$ cat src/hdl/chu_time_code_frame_decoder_macros.svh
// Assertion macros shared by the CHU time code frame decoder modules.
// Defining NO_ASSERTIONS turns every macro into an empty body.
`ifndef CHU_TIME_CODE_FRAME_DECODER_MACROS_SVH
`define CHU_TIME_CODE_FRAME_DECODER_MACROS_SVH

`ifndef NO_ASSERTIONS

`define CTD_ASSERT_IMPLIES(label, clk, rst_n, cond, expr) \
    label: assert property (@(posedge clk) disable iff (!rst_n) (cond) |-> (expr)) \
        else $error("assertion failed");

`define CTD_ASSERT_NEXT(label, clk, rst_n, cond, expr) \
    label: assert property (@(posedge clk) disable iff (!rst_n) (cond) |=> (expr)) \
        else $error("assertion failed");

`else

`define CTD_ASSERT_IMPLIES(label, clk, rst_n, cond, expr)

`define CTD_ASSERT_NEXT(label, clk, rst_n, cond, expr)

`endif

`endif

$ cat src/hdl/ctd_pkg.sv
// Shared types, constants and decode functions of the CHU time code frame decoder.
// Used by the controller, the datapath and the top level; depends on nothing.
package ctd_pkg;

    localparam int FRAME_LEN = 10;
    localparam int HALF_LEN  = FRAME_LEN / 2;
    localparam int COUNT_W   = $clog2(FRAME_LEN);

    localparam logic [COUNT_W-1:0] LAST_INDEX = COUNT_W'(FRAME_LEN - 1);

    localparam logic       OP_DATA   = 1'b0;
    localparam logic       OP_RESYNC = 1'b1;

    localparam logic [1:0] KIND_A      = 2'd0;
    localparam logic [1:0] KIND_B      = 2'd1;
    localparam logic [1:0] KIND_REJECT = 2'd2;

    localparam logic [3:0]        A_MARKER      = 4'h6;
    localparam logic signed [6:0] OFFSET_RESET  = 7'sd2;

    typedef struct packed {
        logic store_byte;
        logic clear_count;
        logic load_result;
    } t_ctrl_cmd;

    typedef struct packed {
        logic last_byte;
        logic out_free;
    } t_ctrl_status;

    // Two BCD digits of a byte after its nibbles are swapped: the low nibble
    // is the tens digit and the high nibble the units digit.
    function automatic logic [7:0] swapped_bcd2(input logic [7:0] t);
        return ({4'd0, t[3:0]} * 8'd10) + {4'd0, t[7:4]};
    endfunction

endpackage

$ cat src/hdl/chu_time_code_frame_decoder.sv
// Decoder for frames of the CHU radio time code. Each accepted transaction
// carries one demodulated byte or a resync; ten bytes make a frame. The
// byte that completes a frame is followed by a decode state in which the
// input is stalled and the frame is checked and decoded in parallel into the
// result register; that state lasts for as long as a previous result is still
// stalled at the output. Top level; depends on ctd_pkg, ctd_ctrl and
// ctd_datapath.
module chu_time_code_frame_decoder import ctd_pkg::*; (
    input  logic               i_clk,
    input  logic               i_rst_n,
    input  logic               i_in_valid,
    output logic               o_in_stall,
    input  logic               i_op,
    input  logic [7:0]         i_data_byte,
    input  logic               i_cfg_wr_en,
    input  logic signed [6:0]  i_cfg_wr_data,
    output logic               o_out_valid,
    input  logic               i_out_stall,
    output logic [1:0]         o_kind,
    output logic [10:0]        o_day_of_year,
    output logic [7:0]         o_hour_value,
    output logic [7:0]         o_minute_value,
    output logic signed [8:0]  o_second_value,
    output logic [14:0]        o_year_value,
    output logic [3:0]         o_dut1_value,
    output logic [7:0]         o_tai_utc_value,
    output logic [3:0]         o_dst_code
);

    t_ctrl_cmd    cmd;
    t_ctrl_status status;

    ctd_ctrl u_ctrl (
        .i_clk      (i_clk),
        .i_rst_n    (i_rst_n),
        .i_in_valid (i_in_valid),
        .i_op       (i_op),
        .i_status   (status),
        .o_cmd      (cmd),
        .o_in_stall (o_in_stall)
    );

    ctd_datapath u_datapath (
        .i_clk           (i_clk),
        .i_rst_n         (i_rst_n),
        .i_cmd           (cmd),
        .o_status        (status),
        .i_data_byte     (i_data_byte),
        .i_cfg_wr_en     (i_cfg_wr_en),
        .i_cfg_wr_data   (i_cfg_wr_data),
        .i_out_stall     (i_out_stall),
        .o_out_valid     (o_out_valid),
        .o_kind          (o_kind),
        .o_day_of_year   (o_day_of_year),
        .o_hour_value    (o_hour_value),
        .o_minute_value  (o_minute_value),
        .o_second_value  (o_second_value),
        .o_year_value    (o_year_value),
        .o_dut1_value    (o_dut1_value),
        .o_tai_utc_value (o_tai_utc_value),
        .o_dst_code      (o_dst_code)
    );

endmodule

$ cat src/hdl/ctd_ctrl.sv
// Controller state machine of the CHU time code frame decoder.
// Depends on ctd_pkg and the assertion macro header.
`include "chu_time_code_frame_decoder_macros.svh"

module ctd_ctrl import ctd_pkg::*; (
    input  logic         i_clk,
    input  logic         i_rst_n,
    input  logic         i_in_valid,
    input  logic         i_op,
    input  t_ctrl_status i_status,
    output t_ctrl_cmd    o_cmd,
    output logic         o_in_stall
);

    typedef enum logic [1:0] {
        ST_COLLECT = 2'b01,
        ST_DECODE  = 2'b10
    } t_state;

    t_state r_state;
    t_state n_state;

    always_comb begin
        n_state           = r_state;
        o_cmd.store_byte  = 1'b0;
        o_cmd.clear_count = 1'b0;
        o_cmd.load_result = 1'b0;
        o_in_stall        = 1'b0;
        case (r_state)
            ST_COLLECT: begin
                if (i_in_valid) begin
                    if (i_op == OP_RESYNC) begin
                        o_cmd.clear_count = 1'b1;
                    end else begin
                        o_cmd.store_byte = 1'b1;
                        if (i_status.last_byte) begin
                            n_state = ST_DECODE;
                        end
                    end
                end
            end
            ST_DECODE: begin
                o_in_stall = 1'b1;
                if (i_status.out_free) begin
                    o_cmd.load_result = 1'b1;
                    n_state           = ST_COLLECT;
                end
            end
            default: begin
                n_state = ST_COLLECT;
            end
        endcase
    end

    always_ff @(posedge i_clk) begin
        if (!i_rst_n) begin
            r_state <= ST_COLLECT;
        end else begin
            r_state <= n_state;
        end
    end

    `CTD_ASSERT_NEXT(a_last_byte_decodes, i_clk, i_rst_n,
        o_cmd.store_byte && i_status.last_byte, r_state == ST_DECODE)
    `CTD_ASSERT_IMPLIES(a_no_store_in_decode, i_clk, i_rst_n,
        r_state == ST_DECODE, !o_cmd.store_byte && !o_cmd.clear_count)
    `CTD_ASSERT_IMPLIES(a_load_needs_free, i_clk, i_rst_n,
        o_cmd.load_result, i_status.out_free)

endmodule

$ cat src/hdl/ctd_datapath.sv
// Datapath of the CHU time code frame decoder: frame buffer, byte count, stored
// year, seconds offset, frame decode and result register. Depends on ctd_pkg.
`include "chu_time_code_frame_decoder_macros.svh"

module ctd_datapath import ctd_pkg::*; (
    input  logic               i_clk,
    input  logic               i_rst_n,
    input  t_ctrl_cmd          i_cmd,
    output t_ctrl_status       o_status,
    input  logic [7:0]         i_data_byte,
    input  logic               i_cfg_wr_en,
    input  logic signed [6:0]  i_cfg_wr_data,
    input  logic               i_out_stall,
    output logic               o_out_valid,
    output logic [1:0]         o_kind,
    output logic [10:0]        o_day_of_year,
    output logic [7:0]         o_hour_value,
    output logic [7:0]         o_minute_value,
    output logic signed [8:0]  o_second_value,
    output logic [14:0]        o_year_value,
    output logic [3:0]         o_dut1_value,
    output logic [7:0]         o_tai_utc_value,
    output logic [3:0]         o_dst_code
);

    logic [7:0]         r_frame [FRAME_LEN];
    logic [COUNT_W-1:0] r_count;
    logic [14:0]        r_stored_year;
    logic signed [6:0]  r_offset;
    logic               r_out_valid;

    logic               pairs_ok;
    logic               is_b;
    logic               accept_a;
    logic [1:0]         n_kind;
    logic [10:0]        n_day;
    logic [7:0]         n_hour;
    logic [7:0]         n_minute;
    logic signed [8:0]  n_second;
    logic [14:0]        n_year;
    logic [14:0]        decoded_year;
    logic [3:0]         n_dut1;
    logic [7:0]         n_tai_utc;
    logic [3:0]         n_dst;

    assign o_status.last_byte = (r_count == LAST_INDEX);
    assign o_status.out_free  = !r_out_valid || !i_out_stall;
    assign o_out_valid        = r_out_valid;

    always_comb begin
        pairs_ok = 1'b1;
        for (int i = 0; i < HALF_LEN; i++) begin
            if ((r_frame[i] != r_frame[i+HALF_LEN]) && (r_frame[i] != ~r_frame[i+HALF_LEN])) begin
                pairs_ok = 1'b0;
            end
        end
        is_b         = (r_frame[HALF_LEN-1] == ~r_frame[FRAME_LEN-1]);
        accept_a     = (r_frame[0][3:0] == A_MARKER);
        decoded_year = (15'(swapped_bcd2(r_frame[1])) * 15'd100)
                     + 15'(swapped_bcd2(r_frame[2]));

        n_kind    = KIND_REJECT;
        n_day     = '0;
        n_hour    = '0;
        n_minute  = '0;
        n_second  = '0;
        n_year    = '0;
        n_dut1    = '0;
        n_tai_utc = '0;
        n_dst     = '0;
        if (pairs_ok) begin
            if (is_b) begin
                n_kind    = KIND_B;
                n_year    = decoded_year;
                n_dut1    = r_frame[0][7:4];
                n_tai_utc = swapped_bcd2(r_frame[3]);
                n_dst     = r_frame[4][7:4];
            end else if (accept_a) begin
                n_kind   = KIND_A;
                n_day    = (11'(r_frame[0][7:4]) * 11'd100) + 11'(swapped_bcd2(r_frame[1]));
                n_hour   = swapped_bcd2(r_frame[2]);
                n_minute = swapped_bcd2(r_frame[3]);
                n_second = $signed({1'b0, swapped_bcd2(r_frame[4])})
                         + $signed({{2{r_offset[6]}}, r_offset});
                n_year   = r_stored_year;
            end
        end
    end

    always_ff @(posedge i_clk) begin
        if (i_cmd.store_byte) begin
            r_frame[r_count] <= i_data_byte;
        end
    end

    always_ff @(posedge i_clk) begin
        if (!i_rst_n) begin
            r_count       <= '0;
            r_stored_year <= '0;
            r_offset      <= OFFSET_RESET;
            r_out_valid   <= 1'b0;
        end else begin
            if (i_cmd.clear_count) begin
                r_count <= '0;
            end else if (i_cmd.store_byte) begin
                r_count <= o_status.last_byte ? '0 : r_count + 1'b1;
            end
            if (i_cfg_wr_en) begin
                r_offset <= i_cfg_wr_data;
            end
            if (i_cmd.load_result && pairs_ok && is_b) begin
                r_stored_year <= decoded_year;
            end
            if (i_cmd.load_result) begin
                r_out_valid <= 1'b1;
            end else if (!i_out_stall) begin
                r_out_valid <= 1'b0;
            end
        end
    end

    always_ff @(posedge i_clk) begin
        if (i_cmd.load_result) begin
            o_kind          <= n_kind;
            o_day_of_year   <= n_day;
            o_hour_value    <= n_hour;
            o_minute_value  <= n_minute;
            o_second_value  <= n_second;
            o_year_value    <= n_year;
            o_dut1_value    <= n_dut1;
            o_tai_utc_value <= n_tai_utc;
            o_dst_code      <= n_dst;
        end
    end

    `CTD_ASSERT_IMPLIES(a_count_in_range, i_clk, i_rst_n,
        1'b1, r_count <= LAST_INDEX)
    `CTD_ASSERT_NEXT(a_load_shows_result, i_clk, i_rst_n,
        i_cmd.load_result, r_out_valid)
    `CTD_ASSERT_NEXT(a_stalled_result_holds, i_clk, i_rst_n,
        r_out_valid && i_out_stall && !i_cmd.load_result,
        r_out_valid && $stable(o_kind) && $stable(o_year_value))

endmodule

$ cat config.mk
export PLATFORM = sky130hd
export DESIGN_NAME = chu_time_code_frame_decoder
export DESIGN_NICKNAME = d
export VERILOG_FILES = /design/src/hdl/ctd_pkg.sv /design/src/hdl/chu_time_code_frame_decoder.sv /design/src/hdl/ctd_ctrl.sv /design/src/hdl/ctd_datapath.sv
export VERILOG_INCLUDE_DIRS = /design/src /design/src/hdl
export SDC_FILE = /design/constraint.sdc
export NUM_CORES = 1
export LEC_CHECK = 0
export ABC_AREA = 1
export BUFFER_PORTS_ARGS = -buffer_cell sky130_fd_sc_hd__buf_4
export CAP_MARGIN = 20
export CORE_MARGIN = 2
export CORE_UTILIZATION = 40
export CTS_CLUSTER_DIAMETER = 120
export CTS_CLUSTER_SIZE = 10
export DETAILED_ROUTE_END_ITERATION = 12
export PLACE_DENSITY_LB_ADDON = 0.3
export SYNTH_ARGS = -nofsm -noshare
export SYNTH_HDL_FRONTEND = slang
export SYNTH_SLANG_ARGS = --single-unit
$ cat constraint.sdc
create_clock -name i_clk -period 7.65 [get_ports i_clk]
set_input_delay 0.3825 -clock i_clk [delete_from_list [all_inputs] [get_ports i_clk]]
set_output_delay 0.3825 -clock i_clk [all_outputs]
set_load 0.02 [all_outputs]
Word level (Yosys, flattened, before mapping)
Memory sizes are Yosys's and may differ from the RTL's.
Cells that the tools add are included.
- output and inout bits: 71
- memories: 1
- bits of input ports: 21
- memory bits (writable): 80
- logic and storage cells: 97
- register bits: 98
- $mul: 6
- muxes and demuxes: 26
- reductions and logical operators: 14
- eq/ne operators: 20
- $add $sub $neg: 8
- bitwise logic cells: 8
- memory list (name ; words ; width ; rd ports ; clocked after Yosys merged registers in ; wr ports ; RTL line ; source):
    u_datapath.r_frame ; 10 ; 8 ; 10 ; 0 ; 1 ; ctd_datapath.sv:26 ; logic [7:0] r_frame [FRAME_LEN];
- operators with widths (kind ; count):
    != test 8 bit ; 10
    NOT 8 bit ; 5
    adder 8 x 4 -> 8 bit ; 4
    2-to-1 mux 15 bit ; 2
    multiplier 4 x 3 -> 7 bit, second input constant ; 4
    2-to-1 mux 2 bit ; 8
    adder 15 x 8 -> 15 bit ; 1
    2-to-1 mux 1 bit ; 14
    multiplier 8 x 5 -> 13 bit, second input constant ; 1
    adder 11 x 8 -> 11 bit ; 1
    adder 9 x 7 -> 9 bit ; 1
    multiplier 4 x 5 -> 9 bit, second input constant ; 1
    equality test 8 bit ; 1
    logical AND 1 bit ; 7
    != test 2 bit, second input constant ; 3
    adder 4 x 1 -> 4 bit, second input constant ; 1
    equality test 4 x 3 -> 1 bit, second input constant ; 1
    equality test 4 bit, second input constant ; 1
    2-to-1 mux 4 bit ; 1
    != test 2 x 1 -> 1 bit, second input constant ; 2
    one-hot mux 2 bit (2 select lines) ; 1
    AND reduction 4 bit ; 1
    NOT 1 bit ; 3
    OR reduction 3 bit ; 1
    6 further kinds ; 7

Depth between registers and ports, before layout
An unclocked memory read counts as a cell.
- depth in word-level cells: 11
- depth in mapped cells: 25

Hierarchy
A second synthesis with hierarchy kept.
- cell total of the unflattened synthesis: 1080
- area, all modules: 10243.6 um^2
- modules (own cells, without submodules) (module ; area an instance (um^2) ; sequential area each (um^2) ; times used ; cells an instance):
    ctd_datapath ; 10117.2 ; 5014.8 ; 1 ; 1059
    ctd_ctrl ; 126.4 ; 40.0 ; 1 ; 21

Least setup slack after synthesis
OpenSTA, ideal clock, no wires.
- path type: register to register
- start: register u_ctrl.r_state[1]
- end: register u_datapath.r_stored_year[12]
- clock period less this slack: 4.801 ns
- arrival: 4.688 ns
- cell stages (with the launch flop): 9
- required time: 7.537 ns
- setup slack: 2.849 ns
- path through: dfxtp_1 > inv_1 > nor2_1 > inv_1 > nor2_1 > nand3_4 > buf_2 > nor2_1 > nor2_1
- RTL lines (item ; RTL line ; source):
    from (decl) ; ctd_ctrl.sv:20 ; t_state r_state;
    from (signal assigned) ; ctd_ctrl.sv:59 ; r_state <= n_state;
    to (signal assigned) ; ctd_datapath.sv:112 ; r_stored_year <= decoded_year;
    to (decl) ; ctd_datapath.sv:28 ; logic [14:0] r_stored_year;

==> flow_metrics.py <==
metrics = {
    "floorplan": {
        "fp.dieH_um": 167,
        "initial_core_util_pct": 40.7,
        "die_area_sq_um": 27800,
        "row_count": 59,
        "fp.dieW_um": 167,
        "ios": 92,
        "core_sq_um": 26100,
    },
    "cts": {
        "cts_hold_buf": 0,
        "insertion_delay_ns": 0.44,
        "clock_path_buffers": 2,
        "htreeDepth": 4,
        "clkSinkCount": 178,
        "numCtsBuffers": 17,
        "cts.repair.resized": 0,
        "cts_root_buffer": "clkbuf_16",
        "clk_pin_slew_ns": 0.07,
        "post_cts_buffers": 0,
        "cts_tree": "built",
    },
    "power": {
        "ir_drop_mv": 0.149,
        "leakage_nw": 5.64,
        "p_per_area_nw_per_um2": 179,
    },
    "grt": {
        "antenna_found_initial": 0,
        "grt_pass1_wl_mm": 35.1,
        "grtUsageTotal_pct": 15.7,
        "gr-total-overflow": 0,
        "grt_max_degree": 76,
        "grt_pass1_vias": 7378,
    },
    "worst_setup_path": {
        "reg2reg_to": "u_datapath.o_year_value[13]$_SDFFCE_PN0P_",
        "crit_path_max_incr_delay_ns": 0.53,
        "worst_path_most_repeated_cell": "ha_1",
        "path_class": "flip-flop to flip-flop",
        "crit_arrival_ns": 4.95,
        "reg2reg_slack_ns": 2.86,
        "r2r_cells": 21,
        "end_kind": "flip-flop",
        "worst-path-buf-inv": 2,
        "cp_max_fo": 6,
        "cpMaxStageDelayCell": "fa_1",
        "startpoint_type": "flip-flop",
        "critPathRequiredTime_ns": 7.81,
        "rr_startpoint": "u_datapath.r_frame[1][1]$_DFFE_PP_",
        "path_cells": "ha_1, ha_1, inv_1, fa_1, nor2_1, xnor2_1, inv_1, ha_1, ha_1, ha_1, ha_1, a21oi_1, nand3_1, nand2_1, nand2_1, nor2_1, nand2_1, nand2_1, nand2_1, nor2_1, a21oi_1",
        "critPathTopFamily": "adder cells",
    },
    "min_path": {
        "hp-start": "i_cfg_wr_data[2]",
        "hold_path_depth": 3,
        "whs_endpoint": "u_datapath.r_offset[2]$_SDFFE_PN0P_",
        "min-delay-path-class": "primary input to flip-flop",
    },
    "place": {
        "dp_slack_ns": 2.87,
        "place_congestion": 0.836,
        "port_buffers": 91,
        "dp_hpwl_mm": 16.0,
    },
    "yosys": {
        "syn-num-nets": 1338,
        "synth_cells": 1216,
        "yosysTopAreaCell": "edfxtp_1",
        "synth.cell_area_sq_um": 10600,
        "avgSynthCellArea_sq_um": 8.72,
        "ys_seq_elements": 178,
        "yosysWarningCount": 0,
        "synth_top_area_share_pct": 42.2,
        "yosys.cell_types.count": 33,
        "synthTopCellsByArea": "edfxtp_1, nand2_1, ha_1",
        "yosysSeqAreaShare_pct": 47.7,
    },
    "sta": {
        "tns_ns": 0,
        "drv_slew": 0,
        "maxSlewHeadroom_pct": 34.1,
        "fin_ws_ns": 2.86,
        "tightest_slew_ns": 0.989,
        "rsz0062_at_grt": "false",
        "setup_violations": 0,
        "finalCritPeriodShare_pct": 62.6,
        "fmax_ghz": 0.209,
        "clock_skew_ns": 0.0166,
        "finalHoldViolations": 0,
        "period_needed_ns": 4.79,
    },
    "route": {
        "m1WireLength_mm": 10.4,
        "drc": 0,
        "route.met3.wl_um": 534,
        "via_per_inst": 4.63,
        "drtIter0Drc": 469,
        "avgRoutedWirePerCell_um": 12.8,
        "top_layer_used": "met4",
        "wl_met2_mm": 10.2,
        "drtAntennaViolNets": 0,
        "drt-total-wl_mm": 21.3,
        "first_pass_iters": 5,
        "vias": 7716,
    },
    "layout": {
        "area_growth_pct": 15.7,
        "layout-drive-gt1-share_pct": 11.4,
        "final_cell_mix": "nand2_1, inv_1, nor2_1",
        "layout.nets": 1440,
        "n_antenna_cell": 0,
        "layout_commonest_cell": "nand2_1",
    },
    "flow_run": {
        "drv_cap": 0,
    },
    "run_status": {
        "status": "completed",
    },
}
[worst register-to-register path, stage by stage, from the launching register on]
cell and delay [ns]:
edfxtp_1 0.50, ha_1 0.34, ha_1 0.16, inv_1 0.06
fa_1 0.53, nor2_1 0.07, xnor2_1 0.33, inv_1 0.15
ha_1 0.32, ha_1 0.31, ha_1 0.30, ha_1 0.37
a21oi_1 0.33, nand3_1 0.15, nand2_1 0.08, nand2_1 0.08
nor2_1 0.12, nand2_1 0.07, nand2_1 0.06, nand2_1 0.06
nor2_1 0.09, a21oi_1 0.05
[report_power, final]
part           internal, mW  switching [mW]  total [mW]
Sequential             1.05         0.00658        1.05
Combinational        0.0909           0.154       0.245
Clock                 0.472           0.425       0.897
[cells in the mapped netlist (all sizes together)]
| library cell | n |
|---|---|
| nand3 | 47 |
| nor4 | 1 |
| nor2 | 168 |
| or2 | 2 |
| nor3b | 2 |
| and2 | 4 |
| nand2 | 349 |
| nand3b | 3 |
| a21oi | 37 |
| ha | 86 |
| o21ai | 28 |
| fa | 15 |
| nand4 | 12 |
| o21bai | 3 |
| xnor2 | 16 |
| o22ai | 2 |
| o311ai | 1 |
| nor3 | 10 |
| dfxtp | 29 |
| xor2 | 39 |
| inv | 200 |
| o21a | 1 |
| buf | 9 |
| edfxtp | 149 |
| clkbuf | 3 |
[sequential cells by signal (all words and copies together), names as in the netlist]
signal	count
u_datapath.o_out_valid	1
u_datapath.r_stored_year	15
u_datapath.o_tai_utc_value	8
u_datapath.o_day_of_year	11
u_ctrl.r_state	2
u_datapath.o_year_value	15
u_datapath.o_dut1_value	4
u_datapath.r_count	4
u_datapath.o_minute_value	8
u_datapath.r_offset	7
u_datapath.o_kind	2
u_datapath.o_hour_value	8
u_datapath.r_frame	80
u_datapath.o_dst_code	4
u_datapath.o_second_value	9
[logic make-up (layout without fill, tap and decap cells)]
group                    Yosys count  count (layout)  synth area share, %
XOR/XNOR                          55              55                 4.54
flip-flops                       178             178                 47.7
AO/OA/AOI/OAI                     72              72                 3.55
adder cells (fa/ha/maj)          101             101                 13.0
buffers and inverters            212             327                 7.95
AND/OR/NAND/NOR                  598             598                 23.3
[stage by stage]
stage	utilization [%]	total power, mW	hold WS (ns)	instance area, sq um	cells
3_3_place_gp	44.7	1.32	0.471	11600	1632
3_5_place_dp	44.7	1.32	0.482	11600	1632
4_1_cts	47.0	2.22	0.157	12300	1664
2_1_floorplan	-	1.26	0.459	10600	1216
6_report	47.1	2.20	0.173	12300	1666
5_1_grt	47.1	2.29	0.187	12300	1666
[final cells by class]
class                      instances  area, sq um
tap                              335          419
multi-input combinational        826         4720
fill                            2507        13800
sequential                       178         5050
timing repair buffer              95          711
clock inverter                    15          193
clock buffer                      17          425
inverter                         200          751
[layer usage]
| metal | global-route usage (%) | up-vias |
|---|---|---|
| li1 | - | 4069 |
| met5 | 0 | - |
| met4 | 5.13 | 0 |
| met2 | 26.4 | 95 |
| met3 | 2.02 | 21 |
| met1 | 20.9 | 3531 |
[how the worst max path moves through the flow]
stage | startpoint | endpoint | depth (start not counted)
after floorplan | u_ctrl.r_state[1]$_SDFFE_PN0P_ | u_datapath.r_stored_year[12]$_SDFFE_PN0P_ | 8
after global placement | u_datapath.r_frame[1][1]$_DFFE_PP_ | u_datapath.o_year_value[13]$_SDFFCE_PN0P_ | 21
after detailed placement | u_datapath.r_frame[1][1]$_DFFE_PP_ | u_datapath.o_year_value[13]$_SDFFCE_PN0P_ | 21
after CTS | u_datapath.r_frame[1][1]$_DFFE_PP_ | u_datapath.o_year_value[13]$_SDFFCE_PN0P_ | 21
after global routing | u_datapath.r_frame[1][1]$_DFFE_PP_ | u_datapath.o_year_value[13]$_SDFFCE_PN0P_ | 21
final | u_datapath.r_frame[1][1]$_DFFE_PP_ | u_datapath.o_year_value[13]$_SDFFCE_PN0P_ | 21
Power figures use the tool's default switching activity.
